$ cat config.mk
export PLATFORM = sky130hd
export DESIGN_NAME = weighted_round_robin_selector
export DESIGN_NICKNAME = d
export VERILOG_FILES = /design/src/hdl/wrr_pkg.sv /design/src/hdl/wrr_ram.sv /design/src/hdl/wrr_ctrl.sv /design/src/hdl/wrr_datapath.sv /design/src/hdl/weighted_round_robin_selector.sv
export VERILOG_INCLUDE_DIRS = /design/src /design/src/hdl
export SDC_FILE = /design/constraint.sdc
export NUM_CORES = 1
export LEC_CHECK = 0
export ABC_AREA = 0
export BUFFER_PORTS_ARGS = -buffer_cell sky130_fd_sc_hd__buf_2
export CAP_MARGIN = 5
export CORE_ASPECT_RATIO = 0.8
export CORE_MARGIN = 2
export CORE_UTILIZATION = 45
export CTS_BUF_LIST = sky130_fd_sc_hd__clkbuf_4
export CTS_CLUSTER_DIAMETER = 150
export DETAILED_ROUTE_END_ITERATION = 8
export MAX_ROUTING_LAYER = met4
export SLEW_MARGIN = 40
export SYNTH_ARGS = -nofsm -noshare
export SYNTH_HDL_FRONTEND = slang
export SYNTH_SLANG_ARGS = --single-unit
export TNS_END_PERCENT = 50
$ cat constraint.sdc
create_clock -name clk -period 7.85 [get_ports clk]
set_clock_uncertainty 0.2 [all_clocks]
set_input_delay 1.9625 -clock clk [delete_from_list [all_inputs] [get_ports clk]]
set_output_delay 1.9625 -clock clk [all_outputs]
set_load 0.01 [all_outputs]
$ cat src/hdl/weighted_round_robin_selector_assert.svh
// Assertion macros shared by the weighted round-robin selector RTL.
`ifndef WEIGHTED_ROUND_ROBIN_SELECTOR_ASSERT_SVH
`define WEIGHTED_ROUND_ROBIN_SELECTOR_ASSERT_SVH

// Consequence must hold in the same cycle as the antecedent.
`define WRR_ASSERT_SAME(label, clk, rst_n, ante, cons, msg) \
    label: assert property (@(posedge clk) disable iff (!rst_n) (ante) |-> (cons)) \
        else $error(msg);

// Consequence must hold in the cycle after the antecedent.
`define WRR_ASSERT_NEXT(label, clk, rst_n, ante, cons, msg) \
    label: assert property (@(posedge clk) disable iff (!rst_n) (ante) |=> (cons)) \
        else $error(msg);

`endif

$ cat src/hdl/wrr_pkg.sv
// Types, codes and default sizes shared by the weighted round-robin selector.
package wrr_pkg;

    // Default table size and stored weight width.
    localparam int NUM_SLOTS_DEF    = 16;
    localparam int WEIGHT_WIDTH_DEF = 16;

    // Fixed widths of the request and result fields.
    localparam int SLOT_IDX_W = 4;
    localparam int FIELD_WT_W = 16;

    // Request kinds.
    typedef enum logic {
        REQ_ADVANCE = 1'b0,
        REQ_UPDATE  = 1'b1
    } req_type_t;

    // One request as presented on the input port.
    typedef struct packed {
        req_type_t               req_type;
        logic [SLOT_IDX_W-1:0]   slot_index;
        logic                    slot_present;
        logic                    slot_started;
        logic [FIELD_WT_W-1:0]   slot_weight;
    } req_t;

    // One result as presented on the output port.
    typedef struct packed {
        logic [SLOT_IDX_W-1:0]   selected_slot;
        logic                    at_local;
        logic                    table_empty;
    } rsp_t;

    // Controller states.
    typedef enum logic [1:0] {
        ST_IDLE,
        ST_LOAD,
        ST_STEP,
        ST_DONE
    } state_t;

    // Commands from the controller to the datapath.
    typedef struct packed {
        logic adv;   // latch the starting position of an advance
        logic upd;   // apply an update request
        logic load;  // resolve the end position and fetch the slot weight
        logic step;  // one search iteration
    } dp_cmd_t;

    // Status from the datapath to the controller.
    typedef struct packed {
        logic empty;       // no slot is present
        logic step_fin;    // the current iteration ends the search
        logic step_to_end; // the current iteration lands on the end position
    } dp_status_t;

endpackage

$ cat src/hdl/wrr_ram.sv
// Generic single-write, single-read RAM with registered read data.
module wrr_ram #(
    parameter int WIDTH = 16,
    parameter int DEPTH = 16
) (
    input  logic                     clk,
    input  logic                     we,
    input  logic [$clog2(DEPTH)-1:0] waddr,
    input  logic [WIDTH-1:0]         wdata,
    input  logic [$clog2(DEPTH)-1:0] raddr,
    output logic [WIDTH-1:0]         rdata
);

    logic [WIDTH-1:0] mem_reg [DEPTH];
    logic [WIDTH-1:0] rdata_reg;

    // Write port and registered read port.
    always_ff @(posedge clk)
    begin
        if (we)
        begin
            mem_reg[waddr] <= wdata;
        end
        rdata_reg <= mem_reg[raddr];
    end

    assign rdata = rdata_reg;

endmodule

$ cat src/hdl/wrr_ctrl.sv
// Sequencing state machine of the weighted round-robin selector.
module wrr_ctrl (
    input  logic                  clk,
    input  logic                  rst_n,
    input  logic                  start,
    input  wrr_pkg::req_type_t    req_type,
    input  wrr_pkg::dp_status_t   status,
    output wrr_pkg::dp_cmd_t      cmd,
    output logic                  busy,
    output logic                  done
);

    import wrr_pkg::*;

    state_t state_reg;
    state_t state_next;

    // State register.
    always_ff @(posedge clk or negedge rst_n)
    begin
        if (!rst_n)
        begin
            state_reg <= ST_IDLE;
        end
        else
        begin
            state_reg <= state_next;
        end
    end

    // Next state and datapath commands.
    always_comb
    begin
        state_next = state_reg;
        cmd        = '0;
        unique case (state_reg)
            ST_IDLE:
            begin
                if (start)
                begin
                    if (req_type == REQ_UPDATE)
                    begin
                        cmd.upd    = 1'b1;
                        state_next = ST_DONE;
                    end
                    else
                    begin
                        cmd.adv    = 1'b1;
                        state_next = status.empty ? ST_DONE : ST_LOAD;
                    end
                end
            end
            ST_LOAD:
            begin
                cmd.load   = 1'b1;
                state_next = ST_STEP;
            end
            ST_STEP:
            begin
                cmd.step = 1'b1;
                if (status.step_fin)
                begin
                    state_next = ST_DONE;
                end
                else if (status.step_to_end)
                begin
                    state_next = ST_LOAD;
                end
                else
                begin
                    state_next = ST_STEP;
                end
            end
            ST_DONE:
            begin
                state_next = ST_IDLE;
            end
            default:
            begin
                state_next = ST_IDLE;
            end
        endcase
    end

    assign busy = (state_reg != ST_IDLE);
    assign done = (state_reg == ST_DONE);

endmodule

$ cat src/hdl/wrr_datapath.sv
// Slot table, position and repeat counter of the weighted round-robin selector.
module wrr_datapath #(
    parameter int NUM_SLOTS    = wrr_pkg::NUM_SLOTS_DEF,
    parameter int WEIGHT_WIDTH = wrr_pkg::WEIGHT_WIDTH_DEF
) (
    input  logic                  clk,
    input  logic                  rst_n,
    input  wrr_pkg::req_t         req,
    input  wrr_pkg::dp_cmd_t      cmd,
    output wrr_pkg::dp_status_t   status,
    input  logic                  cfg_wr_en,
    input  logic                  cfg_wr_data,
    output wrr_pkg::rsp_t         rsp
);

    import wrr_pkg::*;

    localparam int SLOT_W      = $clog2(NUM_SLOTS);
    // A search that never finds a target is cut off after this many steps.
    localparam int GUARD_STEPS = 4 * NUM_SLOTS + 4;
    localparam int GUARD_W     = $clog2(GUARD_STEPS);

    // Slot flags and control registers.
    logic [NUM_SLOTS-1:0]    present_reg;
    logic [NUM_SLOTS-1:0]    started_reg;
    logic                    pos_end_reg;
    logic [SLOT_W-1:0]       pos_slot_reg;
    logic                    old_end_reg;
    logic [SLOT_W-1:0]       old_slot_reg;
    logic [WEIGHT_WIDTH-1:0] rc_reg;
    logic                    force_reg;
    logic                    include_local_reg;
    logic [GUARD_W-1:0]      step_cnt_reg;
    logic                    spend_reg;

    // Search results and step values.
    logic                    first_found;
    logic [SLOT_W-1:0]       first_idx;
    logic [SLOT_W-1:0]       base_slot;
    logic                    next_found;
    logic [SLOT_W-1:0]       next_idx;
    logic [WEIGHT_WIDTH-1:0] weight;
    logic                    stay;
    logic                    np_end;
    logic [SLOT_W-1:0]       np_slot;
    logic [WEIGHT_WIDTH-1:0] rc_step;
    logic                    same_old;
    logic                    step_last;
    logic                    spend_next;
    logic [SLOT_W-1:0]       upd_slot;
    logic                    idx_ok;
    logic                    was_present;
    logic                    ram_we;
    logic [SLOT_W-1:0]       ram_raddr;

    assign upd_slot    = SLOT_W'(req.slot_index);
    assign idx_ok      = (int'(req.slot_index) < NUM_SLOTS);
    assign was_present = present_reg[upd_slot];

    // Lowest present slot.
    always_comb
    begin
        first_found = |present_reg;
        first_idx   = '0;
        for (int i = NUM_SLOTS - 1; i >= 0; i--)
        begin
            if (present_reg[i])
            begin
                first_idx = SLOT_W'(i);
            end
        end
    end

    // Lowest present slot above the base: the current slot, or the updated one.
    assign base_slot = cmd.upd ? upd_slot : pos_slot_reg;

    always_comb
    begin
        next_found = 1'b0;
        next_idx   = '0;
        for (int i = NUM_SLOTS - 1; i >= 0; i--)
        begin
            if (present_reg[i] && (i > int'(base_slot)))
            begin
                next_found = 1'b1;
                next_idx   = SLOT_W'(i);
            end
        end
    end

    // Weights live in a RAM. Only the weights of present slots are used, and a
    // slot becomes present through an update that also writes its weight. During
    // a search step the slot being moved to is fetched, so the weight always
    // follows the position.
    assign ram_we    = cmd.upd && idx_ok;
    assign ram_raddr = cmd.step ? np_slot : (pos_end_reg ? first_idx : pos_slot_reg);

    wrr_ram #(
        .WIDTH (WEIGHT_WIDTH),
        .DEPTH (NUM_SLOTS)
    ) u_weight_ram (
        .clk   (clk),
        .we    (ram_we),
        .waddr (upd_slot),
        .wdata (WEIGHT_WIDTH'(req.slot_weight)),
        .raddr (ram_raddr),
        .rdata (weight)
    );

    // One search iteration. After landing on an unstarted slot the next
    // iteration always moves on, so no weight is needed for that move.
    always_comb
    begin
        stay = !force_reg && (rc_reg < weight);
        if (stay)
        begin
            np_end  = 1'b0;
            np_slot = pos_slot_reg;
            rc_step = rc_reg + 1'b1;
        end
        else
        begin
            np_end  = !next_found;
            np_slot = next_idx;
            rc_step = '0;
        end
        same_old = (np_end && old_end_reg) ||
                   (!np_end && !old_end_reg && (np_slot == old_slot_reg));
    end

    // The last allowed step ends the search. If it stops on an unstarted slot
    // other than the start, that slot's picks count as used up.
    assign step_last  = (step_cnt_reg == GUARD_W'(GUARD_STEPS - 1));
    assign spend_next = cmd.step && step_last && !np_end && !started_reg[np_slot] &&
                        !same_old;

    assign status.empty       = !first_found;
    assign status.step_to_end = np_end;
    assign status.step_fin    = (include_local_reg && np_end) ||
                                (!np_end && started_reg[np_slot]) || same_old ||
                                step_last;

    // Register updates for each command.
    always_ff @(posedge clk or negedge rst_n)
    begin
        if (!rst_n)
        begin
            present_reg       <= '0;
            started_reg       <= '0;
            pos_end_reg       <= 1'b1;
            pos_slot_reg      <= '0;
            old_end_reg       <= 1'b1;
            old_slot_reg      <= '0;
            rc_reg            <= '0;
            force_reg         <= 1'b0;
            include_local_reg <= 1'b0;
            step_cnt_reg      <= '0;
            spend_reg         <= 1'b0;
        end
        else
        begin
            spend_reg <= spend_next;
            if (cfg_wr_en)
            begin
                include_local_reg <= cfg_wr_data;
            end
            if (cmd.adv)
            begin
                old_end_reg  <= pos_end_reg;
                old_slot_reg <= pos_slot_reg;
                step_cnt_reg <= '0;
            end
            if (cmd.load)
            begin
                force_reg <= 1'b0;
                if (pos_end_reg)
                begin
                    pos_end_reg  <= 1'b0;
                    pos_slot_reg <= first_idx;
                end
            end
            if (cmd.step)
            begin
                pos_end_reg  <= np_end;
                pos_slot_reg <= np_slot;
                rc_reg       <= rc_step;
                force_reg    <= !np_end;
                step_cnt_reg <= step_cnt_reg + 1'b1;
            end
            // The weight of the slot where a cut-off search stopped is now read.
            if (spend_reg && (rc_reg < weight))
            begin
                rc_reg <= weight;
            end
            if (cmd.upd && idx_ok)
            begin
                // Removing the current slot moves the position to the next one.
                if (was_present && !req.slot_present && !pos_end_reg &&
                    (pos_slot_reg == upd_slot))
                begin
                    pos_end_reg  <= !next_found;
                    pos_slot_reg <= next_idx;
                    rc_reg       <= '0;
                end
                if (!was_present && req.slot_present && pos_end_reg)
                begin
                    rc_reg <= '0;
                end
                present_reg[upd_slot] <= req.slot_present;
                started_reg[upd_slot] <= req.slot_started;
            end
        end
    end

    // Result fields follow the registers.
    assign rsp.selected_slot = pos_end_reg ? '0 : SLOT_IDX_W'(pos_slot_reg);
    assign rsp.at_local      = pos_end_reg;
    assign rsp.table_empty   = !first_found;

endmodule

$ cat src/hdl/weighted_round_robin_selector.sv
// Top level of the weighted round-robin selector.
//
// Usage: a request is taken at a rising edge where start is high and busy is
// low. An update request writes one slot of the table (present flag, started
// flag, weight); an advance request moves the current position to the next
// target according to the weights. Every request gives exactly one result on
// rsp, shown for one cycle while done is high; the receiver has no way to stall
// it, so it must sample rsp whenever done is high.
// An update, or an advance on an empty table, shows done in the cycle after
// acceptance. An advance takes one weight fetch, then one search step after
// another, with one more fetch each time the search wraps through the end
// position. A search that finds no started target ends after at most
// 4 * NUM_SLOTS + 4 steps. A new request is not taken while busy is high, so
// each request gives its result before the next one is accepted.
// The include_local register is written with cfg_wr_en and cfg_wr_data; the
// user must write it only while the block is idle, as the block does not
// enforce this. Reset empties the table, places the position at the end
// position and clears include_local; no request is pending after reset.
module weighted_round_robin_selector #(
    parameter int NUM_SLOTS    = wrr_pkg::NUM_SLOTS_DEF,
    parameter int WEIGHT_WIDTH = wrr_pkg::WEIGHT_WIDTH_DEF
) (
    input  logic            clk,
    input  logic            rst_n,
    input  logic            start,
    output logic            busy,
    input  wrr_pkg::req_t   req,
    output logic            done,
    output wrr_pkg::rsp_t   rsp,
    input  logic            cfg_wr_en,
    input  logic            cfg_wr_data
);

    import wrr_pkg::*;

    dp_cmd_t    cmd;
    dp_status_t status;

    // Request sequencing.
    wrr_ctrl u_ctrl (
        .clk      (clk),
        .rst_n    (rst_n),
        .start    (start),
        .req_type (req.req_type),
        .status   (status),
        .cmd      (cmd),
        .busy     (busy),
        .done     (done)
    );

    // Slot table and position state.
    wrr_datapath #(
        .NUM_SLOTS    (NUM_SLOTS),
        .WEIGHT_WIDTH (WEIGHT_WIDTH)
    ) u_datapath (
        .clk         (clk),
        .rst_n       (rst_n),
        .req         (req),
        .cmd         (cmd),
        .status      (status),
        .cfg_wr_en   (cfg_wr_en),
        .cfg_wr_data (cfg_wr_data),
        .rsp         (rsp)
    );

    // Checks on the sequencing.
`include "weighted_round_robin_selector_assert.svh"

    `WRR_ASSERT_NEXT(a_done_pulse, clk, rst_n, done, !done,
                     "done held for more than one cycle")
    `WRR_ASSERT_NEXT(a_accept_busy, clk, rst_n, start && !busy, busy,
                     "accepted request did not set busy")
    `WRR_ASSERT_NEXT(a_fin_done, clk, rst_n, cmd.step && status.step_fin, done,
                     "finished search gave no result")
    `WRR_ASSERT_NEXT(a_empty_quick, clk, rst_n,
                     start && !busy && (req.req_type == REQ_ADVANCE) && rsp.table_empty,
                     done, "advance on empty table not answered at once")

endmodule
-- Word-level counts from Yosys, hierarchy flattened
Memories as Yosys holds them, arrays and structs flattened. A register that Yosys moved wholly into a read port is not among the register bits.
Index checks and enable logic that the tools add are counted.
- bits in registers: 70
- RAM bits: 256
- input port bits: 28
- output and inout bits: 8
- word-level logic and storage cells: 184
- memories: 1
- $add $sub $neg: 2
- $lt $le $gt $ge: 19
- eq/ne operators: 7
- multiplexer cells: 92
- reductions and logical operators: 51
- memory list (name ; depth ; width ; rd ports ; clocked after memory_dff ; write ports ; RTL line ; source):
    u_datapath.u_weight_ram.mem_reg ; 16 ; 16 ; 1 ; 1 ; 1 ; wrr_ram.sv:14 ; logic [WIDTH-1:0] mem_reg [DEPTH];
- operators by type and width (operator ; number):
    two-way mux 4 bit ; 40
    two-way mux 16 bit ; 6
    bitwise mux 16 bit ; 2
    greater-than comparator 4 bit (first input constant) ; 8
    logical AND 1 bit ; 32
    two-way mux 1 bit ; 31
    adder 16 x 1 -> 16 bit (second input constant) ; 1
    greater-than comparator 3 x 4 -> 1 bit (first input constant) ; 4
    less-than comparator 16 bit ; 1
    OR reduction 16 bit ; 1
    two-way mux 2 bit ; 7
    two-way mux 7 bit ; 2
    logical NOT 1 bit ; 10
    less-than comparator 4 x 5 -> 1 bit (second input constant) ; 2
    binary-select mux 1 bit (select 4 bit) ; 2
    equality test 4 bit ; 2
    greater-than comparator 2 x 4 -> 1 bit (first input constant) ; 2
    case mux 2 bit (4 select lines) ; 1
    adder 7 x 1 -> 7 bit (second input constant) ; 1
    equality test 7 bit (second input constant) ; 1
    nonzero test 2 bit ; 3
    demux 1 bit (select 4 bit) ; 1
    equality test 2 bit (second input constant) ; 2
    >= comparator 4 x 1 -> 1 bit (second input constant) ; 1
    5 further kinds ; 8

-- Depth between registers and ports, before layout
- depth after elaboration: 31
- gate-level depth with buffers: 18
- mapped depth without buffers: 13

-- Hierarchy
Synthesis repeated with hierarchy kept, for this count alone.
- cells, all modules: 975
- area, all modules: 15182.1 um^2
- modules (own cells, without submodules) (module ; instances ; cells each ; area an instance (um^2) ; sequential area each (um^2)):
    wrr_ram ; 1 ; 432 ; 10043.4 ; 8007.7
    wrr_datapath ; 1 ; 528 ; 4992.3 ; 1704.1
    wrr_ctrl ; 1 ; 15 ; 146.4 ; 50.0

-- Least setup slack after synthesis
Ideal clock, no wire load.
- kind: input port to flip-flop
- start point: input port req[20] in the netlist's numbering
- end point: register u_datapath.u_weight_ram.rdata_reg[1], in the netlist u_datapath.u_weight_ram.rdata[1] (read register of u_datapath.u_weight_ram.mem_reg)
- setup time: 120 ps
- arrival: 4795 ps
- data required time: 7530 ps
- setup slack: 2735 ps
- stages on the path: 12
- buffers on the path: 2
- cells stage by stage: or3_1 nor2_2 o21ai_0 and2_1 o211ai_2 nand2_2 mux2_4 buf_6 buf_6 mux4_2 a22oi_1 nand2_1
- cells in the longest elaborated chain, start to end: 20
- elaborated cells between the ends (all ways): 48
- classes of those cells: order compare: 15; mux: 18; reduce/logical: 15
- ends and longest elaborated chain (what ; RTL line ; source):
    from (decl) ; weighted_round_robin_selector.sv:27 ; input wrr_pkg::req_t req,
    two-way mux 4 bit (*) ; wrr_datapath.sv:75 ; assign base_slot = cmd.upd ? upd_slot : pos_slot_reg;
    greater-than comparator 4 bit ; wrr_datapath.sv:83 ; if (present_reg[i] && (i > int'(base_slot)))
    logical AND 1 bit ; wrr_datapath.sv:83 ;
    two-way mux 4 bit (14 in series) ; wrr_datapath.sv:83 ;
    two-way mux 4 bit (*) ; wrr_datapath.sv:83 ;
    two-way mux 4 bit (*) ; wrr_datapath.sv:115 ; if (stay)
    two-way mux 4 bit (*) ; wrr_datapath.sv:96 ; assign ram_raddr = cmd.step ? np_slot : (pos_end_reg ? first_idx : pos_slot_reg);
    to (decl) ; wrr_ram.sv:15 ; logic [WIDTH-1:0] rdata_reg;
Every way passes the cells marked *; elsewhere a longest branch is shown, timed or not.
A chain may end at the register's enable or synchronous reset.

-- Final worst setup path
- start point: input port start
- end point: register u_datapath.u_weight_ram.rdata_reg[0], in the netlist u_datapath.u_weight_ram.rdata[0] (read register of u_datapath.u_weight_ram.mem_reg)
- cells in the longest elaborated chain, start to end: 22
- elaborated cells between the ends (all ways): 50
- classes of those cells: order compare: 15; mux: 20; reduce/logical: 15
- ends and longest elaborated chain (what ; RTL line ; source):
    from (decl) ; weighted_round_robin_selector.sv:25 ; input logic start,
    two-way mux 2 bit (*) ; wrr_ctrl.sv:39 ; if (start)
    two-way mux 2 bit (*) ; wrr_ctrl.sv:36 ; unique case (state_reg)
    two-way mux 4 bit (*) ; wrr_datapath.sv:75 ;
    greater-than comparator 4 bit ; wrr_datapath.sv:83 ;
    logical AND 1 bit ; wrr_datapath.sv:83 ;
    two-way mux 4 bit (14 in series) ; wrr_datapath.sv:83 ;
    two-way mux 4 bit (*) ; wrr_datapath.sv:83 ;
    two-way mux 4 bit (*) ; wrr_datapath.sv:115 ;
    two-way mux 4 bit (*) ; wrr_datapath.sv:96 ;
Marks and branches as above.

==> impl_metrics.py <==
metrics = {
    "worst_setup_path": {
        "ff2ff_setup_slack_ns": 2.96,
        "reg2reg_depth": 13,
        "cpPeakStageDelay_ns": 0.68,
        "worstSetupEndpoint": "u_datapath.u_weight_ram.rdata[0]",
        "path_delay_family": "compound AO/OA/AOI/OAI gates",
        "critical_path_class": "in -> reg",
        "path_buf_inv": 2,
        "crit_start": "start",
        "cpMaxStageDelayCell": "a21oi_4",
        "cp_max_fo": 23,
        "r2r_end": "u_datapath.u_weight_ram.rdata[0]",
        "r2r_start": "u_ctrl.state_reg[0]",
        "crit_path_start_kind": "input pin",
        "crit_cells": 12,
        "cp.arrival_ns": 5.72,
        "path_cells": "buf_2, nand3_4, and3_4, o32ai_4, o311ai_1, a31oi_2, mux2i_4, a21oi_4, buf_12, mux4_2, a22oi_1, nand2_1",
        "cp-end-kind": "flop",
        "cp.required_ns": 8.26,
    },
    "finish": {
        "multi_input_area_um2": 5180,
        "drive_above_1_share": 0.287,
        "nFillCells": 2873,
        "seq_area_um2": 9760,
        "syn_to_final_growth_pct": 11.8,
        "largest_register_ffs": 256,
        "nNetsFinal": 1180,
    },
    "timing": {
        "setup-tns-final_ns": 0,
        "worst_pin_slew_ns": 0.878,
        "fmax_mhz": 188,
        "rsz0062_at_grt": "false",
        "period_needed_ns": 5.31,
        "setup_viol": 0,
        "final_hold_viol_count": 0,
        "slew_violations": 0,
        "fin_ws_ns": 2.54,
        "slew-limit-headroom": 0.415,
        "min_period_over_period": 0.676,
    },
    "power": {
        "switching_share": 0.370,
        "leakagePower_nw": 6.32,
        "switchingPower_mw": 2.47,
        "pwr-share-comb": 0.406,
        "intPower_mw": 4.20,
        "pwr-share-clk": 0.231,
        "ir_drop_uv": 223,
        "pwr-share-seq": 0.362,
        "power_density_nw_per_um2": 389,
    },
    "clocking": {
        "hold_buffers": 0,
        "cts_tree": "built",
        "clk_latency_ns": 0.77,
        "clk_pin_slew_worst_paths_ns": 0.06,
        "root_buffer": "clkbuf_4",
        "post_cts_buffers": 0,
        "htree_levels": 3,
        "clock_sinks": 342,
        "ctsResizeCount": 0,
        "cts_max_path_buffers": 3,
        "numCtsBuffers": 85,
    },
    "route": {
        "dr_wl_met3_um": 2640,
        "routedWlPerCell_um": 22.9,
        "viasPerCell": 5.80,
        "drtIter0Drc": 818,
        "num_vias": 9473,
        "firstDrtPassIters": 5,
        "ant_nets": 0,
        "wl_met1_um": 18000,
        "drc": 0,
        "dr_wl_met2_um": 16300,
        "topRoutingLayerUsed": "met4",
        "wl_um": 37400,
    },
    "placed_design": {
        "gp_congestion": 0.862,
        "pre_cts_ws_ns": 1.85,
        "dp_hpwl_um": 23000,
        "port_buffers": 35,
    },
    "floorplanning": {
        "initial_utilization": 0.457,
        "rows": 60,
        "fp.dieH_um": 169,
        "fp.coreArea_um2": 33600,
        "die_area_um2": 35600,
        "ios": 36,
        "fp.dieW_um": 210,
    },
    "logic_synthesis": {
        "yosys_warnings": 0,
        "async_flop_share": 0.205,
        "synth-seq-area-share": 0.637,
        "syn_avg_cell_area_um2": 14.7,
        "synth_cells": 1043,
        "synth_edf_count": 256,
        "synth_common_cells": "edfxtp_1 (256), dfrtp_1 (68), nand2_1 (68)",
        "ys.flop_type": "edfxtp_1",
        "yosys.area.top_type": "edfxtp_1",
        "yosys.cell_count.top_type": "edfxtp_1",
        "synth.distinct_cells": 77,
        "yosys-top-cells-area": "edfxtp_1 (50%), dfrtp_1 (11%), mux4_2 (9.6%)",
        "ys_ff_latch": 342,
        "synth_area_um2": 15300,
        "syn_nets": 1093,
        "netlist.area_leader.share": 0.502,
    },
    "grt": {
        "grt_pass1_vias": 9294,
        "grt_pass1_wl_um": 57500,
        "grt_overflow_total": 0,
        "grt_max_degree": 71,
        "track_usage": 0.226,
        "antenna_found_initial": 1,
    },
    "outcome": {
        "status": "completed",
    },
    "flow_run": {
        "maxCapViolations": 0,
    },
    "hold_path": {
        "hold_path.class": "reg -> reg",
    },
}
==> power groups by stage <==
stage                     logic [mW]  registers (mW)  clock network [mW]
after floorplan                 2.14            2.30                   0
after global placement          2.70            2.45                   0
after detailed placement        2.72            2.45                   0
after CTS                       2.74            2.41                1.59
after global routing            2.99            2.44                1.69
final                           2.71            2.42                1.54
==> final cells by class <==
cell class | count | share of cell area
clock buffer | 137 | 0.0600
clock inverter | 19 | 0.00708
tap | 434 | 0.0317
sequential | 342 | 0.570
timing repair buffer | 55 | 0.0208
antenna | 1 | 0.000146
multi-input combinational | 609 | 0.302
inverter | 37 | 0.00810
==> routing by layer <==
| metal | track usage | up-vias |
|---|---|---|
| met3 | 0.0573 | 46 |
| met1 | 0.331 | 4809 |
| li1 | - | 4280 |
| met2 | 0.314 | 338 |
| met4 | 0.0604 | 0 |
| met5 | - | - |
==> worst min path at each step <==
stage                                           from                         end  slack, ns  cells after the start
final                     u_datapath.step_cnt_reg[6]  u_datapath.step_cnt_reg[6]       0.29                      1
after global routing      u_datapath.started_reg[15]  u_datapath.started_reg[15]       0.33                      1
after CTS                 u_datapath.step_cnt_reg[6]  u_datapath.step_cnt_reg[6]       0.29                      1
after detailed placement  u_datapath.step_cnt_reg[6]  u_datapath.step_cnt_reg[6]       0.29                      1
after global placement    u_datapath.old_slot_reg[1]  u_datapath.old_slot_reg[1]       0.28                      2
after floorplan            u_datapath.started_reg[5]   u_datapath.started_reg[5]       0.24                      2
==> through the flow <==
stage	cells	power, mW	area [um2]	hold slack [ns]	util
3_5_place_dp	1477	5.17	16000	0.286	0.476
3_3_place_gp	1477	5.15	16000	0.282	0.476
6_report	1634	6.67	17100	0.287	0.511
2_1_floorplan	1043	4.44	15300	0.239	-
5_1_grt	1634	7.12	17100	0.328	0.511
4_1_cts	1633	6.74	17100	0.294	0.511
==> layout by cell type (no fill, tap or decap), drive strengths merged, types with 6 or more instances in the layout <==
cell / instances
inv: 38
clkbuf: 137
nand3: 36
o21a: 7
mux2i: 24
edfxtp: 256
nor3: 28
o21ai: 47
nand4: 9
mux4: 65
a21o: 6
ha: 22
nor2b: 7
xor2: 15
buf: 55
a22oi: 33
nand2: 69
nand2b: 7
dfxtp: 16
clkinv: 14
and3: 8
nor4: 7
dfrtp: 68
mux2: 42
a21oi: 46
a211oi: 6
xnor2: 8
nor2: 53
==> worst reg2reg max path, delay by kind of cell (launching register included) <==
kind | cells | cell delay [ns]
adder cells (fa/ha/maj) | 1 | 0.44
flip-flops | 1 | 0.40
multiplexers | 2 | 0.53
buffers and inverters | 2 | 0.41
AND/OR/NAND/NOR | 3 | 0.68
AO/OA/AOI/OAI | 5 | 2.08
==> logic make-up (layout without fill, tap and decap cells) <==
kind of cell / after synthesis / in the layout / share of synthesized area
XOR/XNOR: 23 / 23 / 0.0131
AND/OR/NAND/NOR: 245 / 245 / 0.0785
buffers and inverters: 92 / 248 / 0.0278
multiplexers: 131 / 131 / 0.144
adder cells (fa/ha/maj): 22 / 22 / 0.0180
AO/OA/AOI/OAI: 188 / 188 / 0.0820
flip-flops: 342 / 342 / 0.637
other: 0 / 1 / 0
Power figures use the tool's default switching activity.
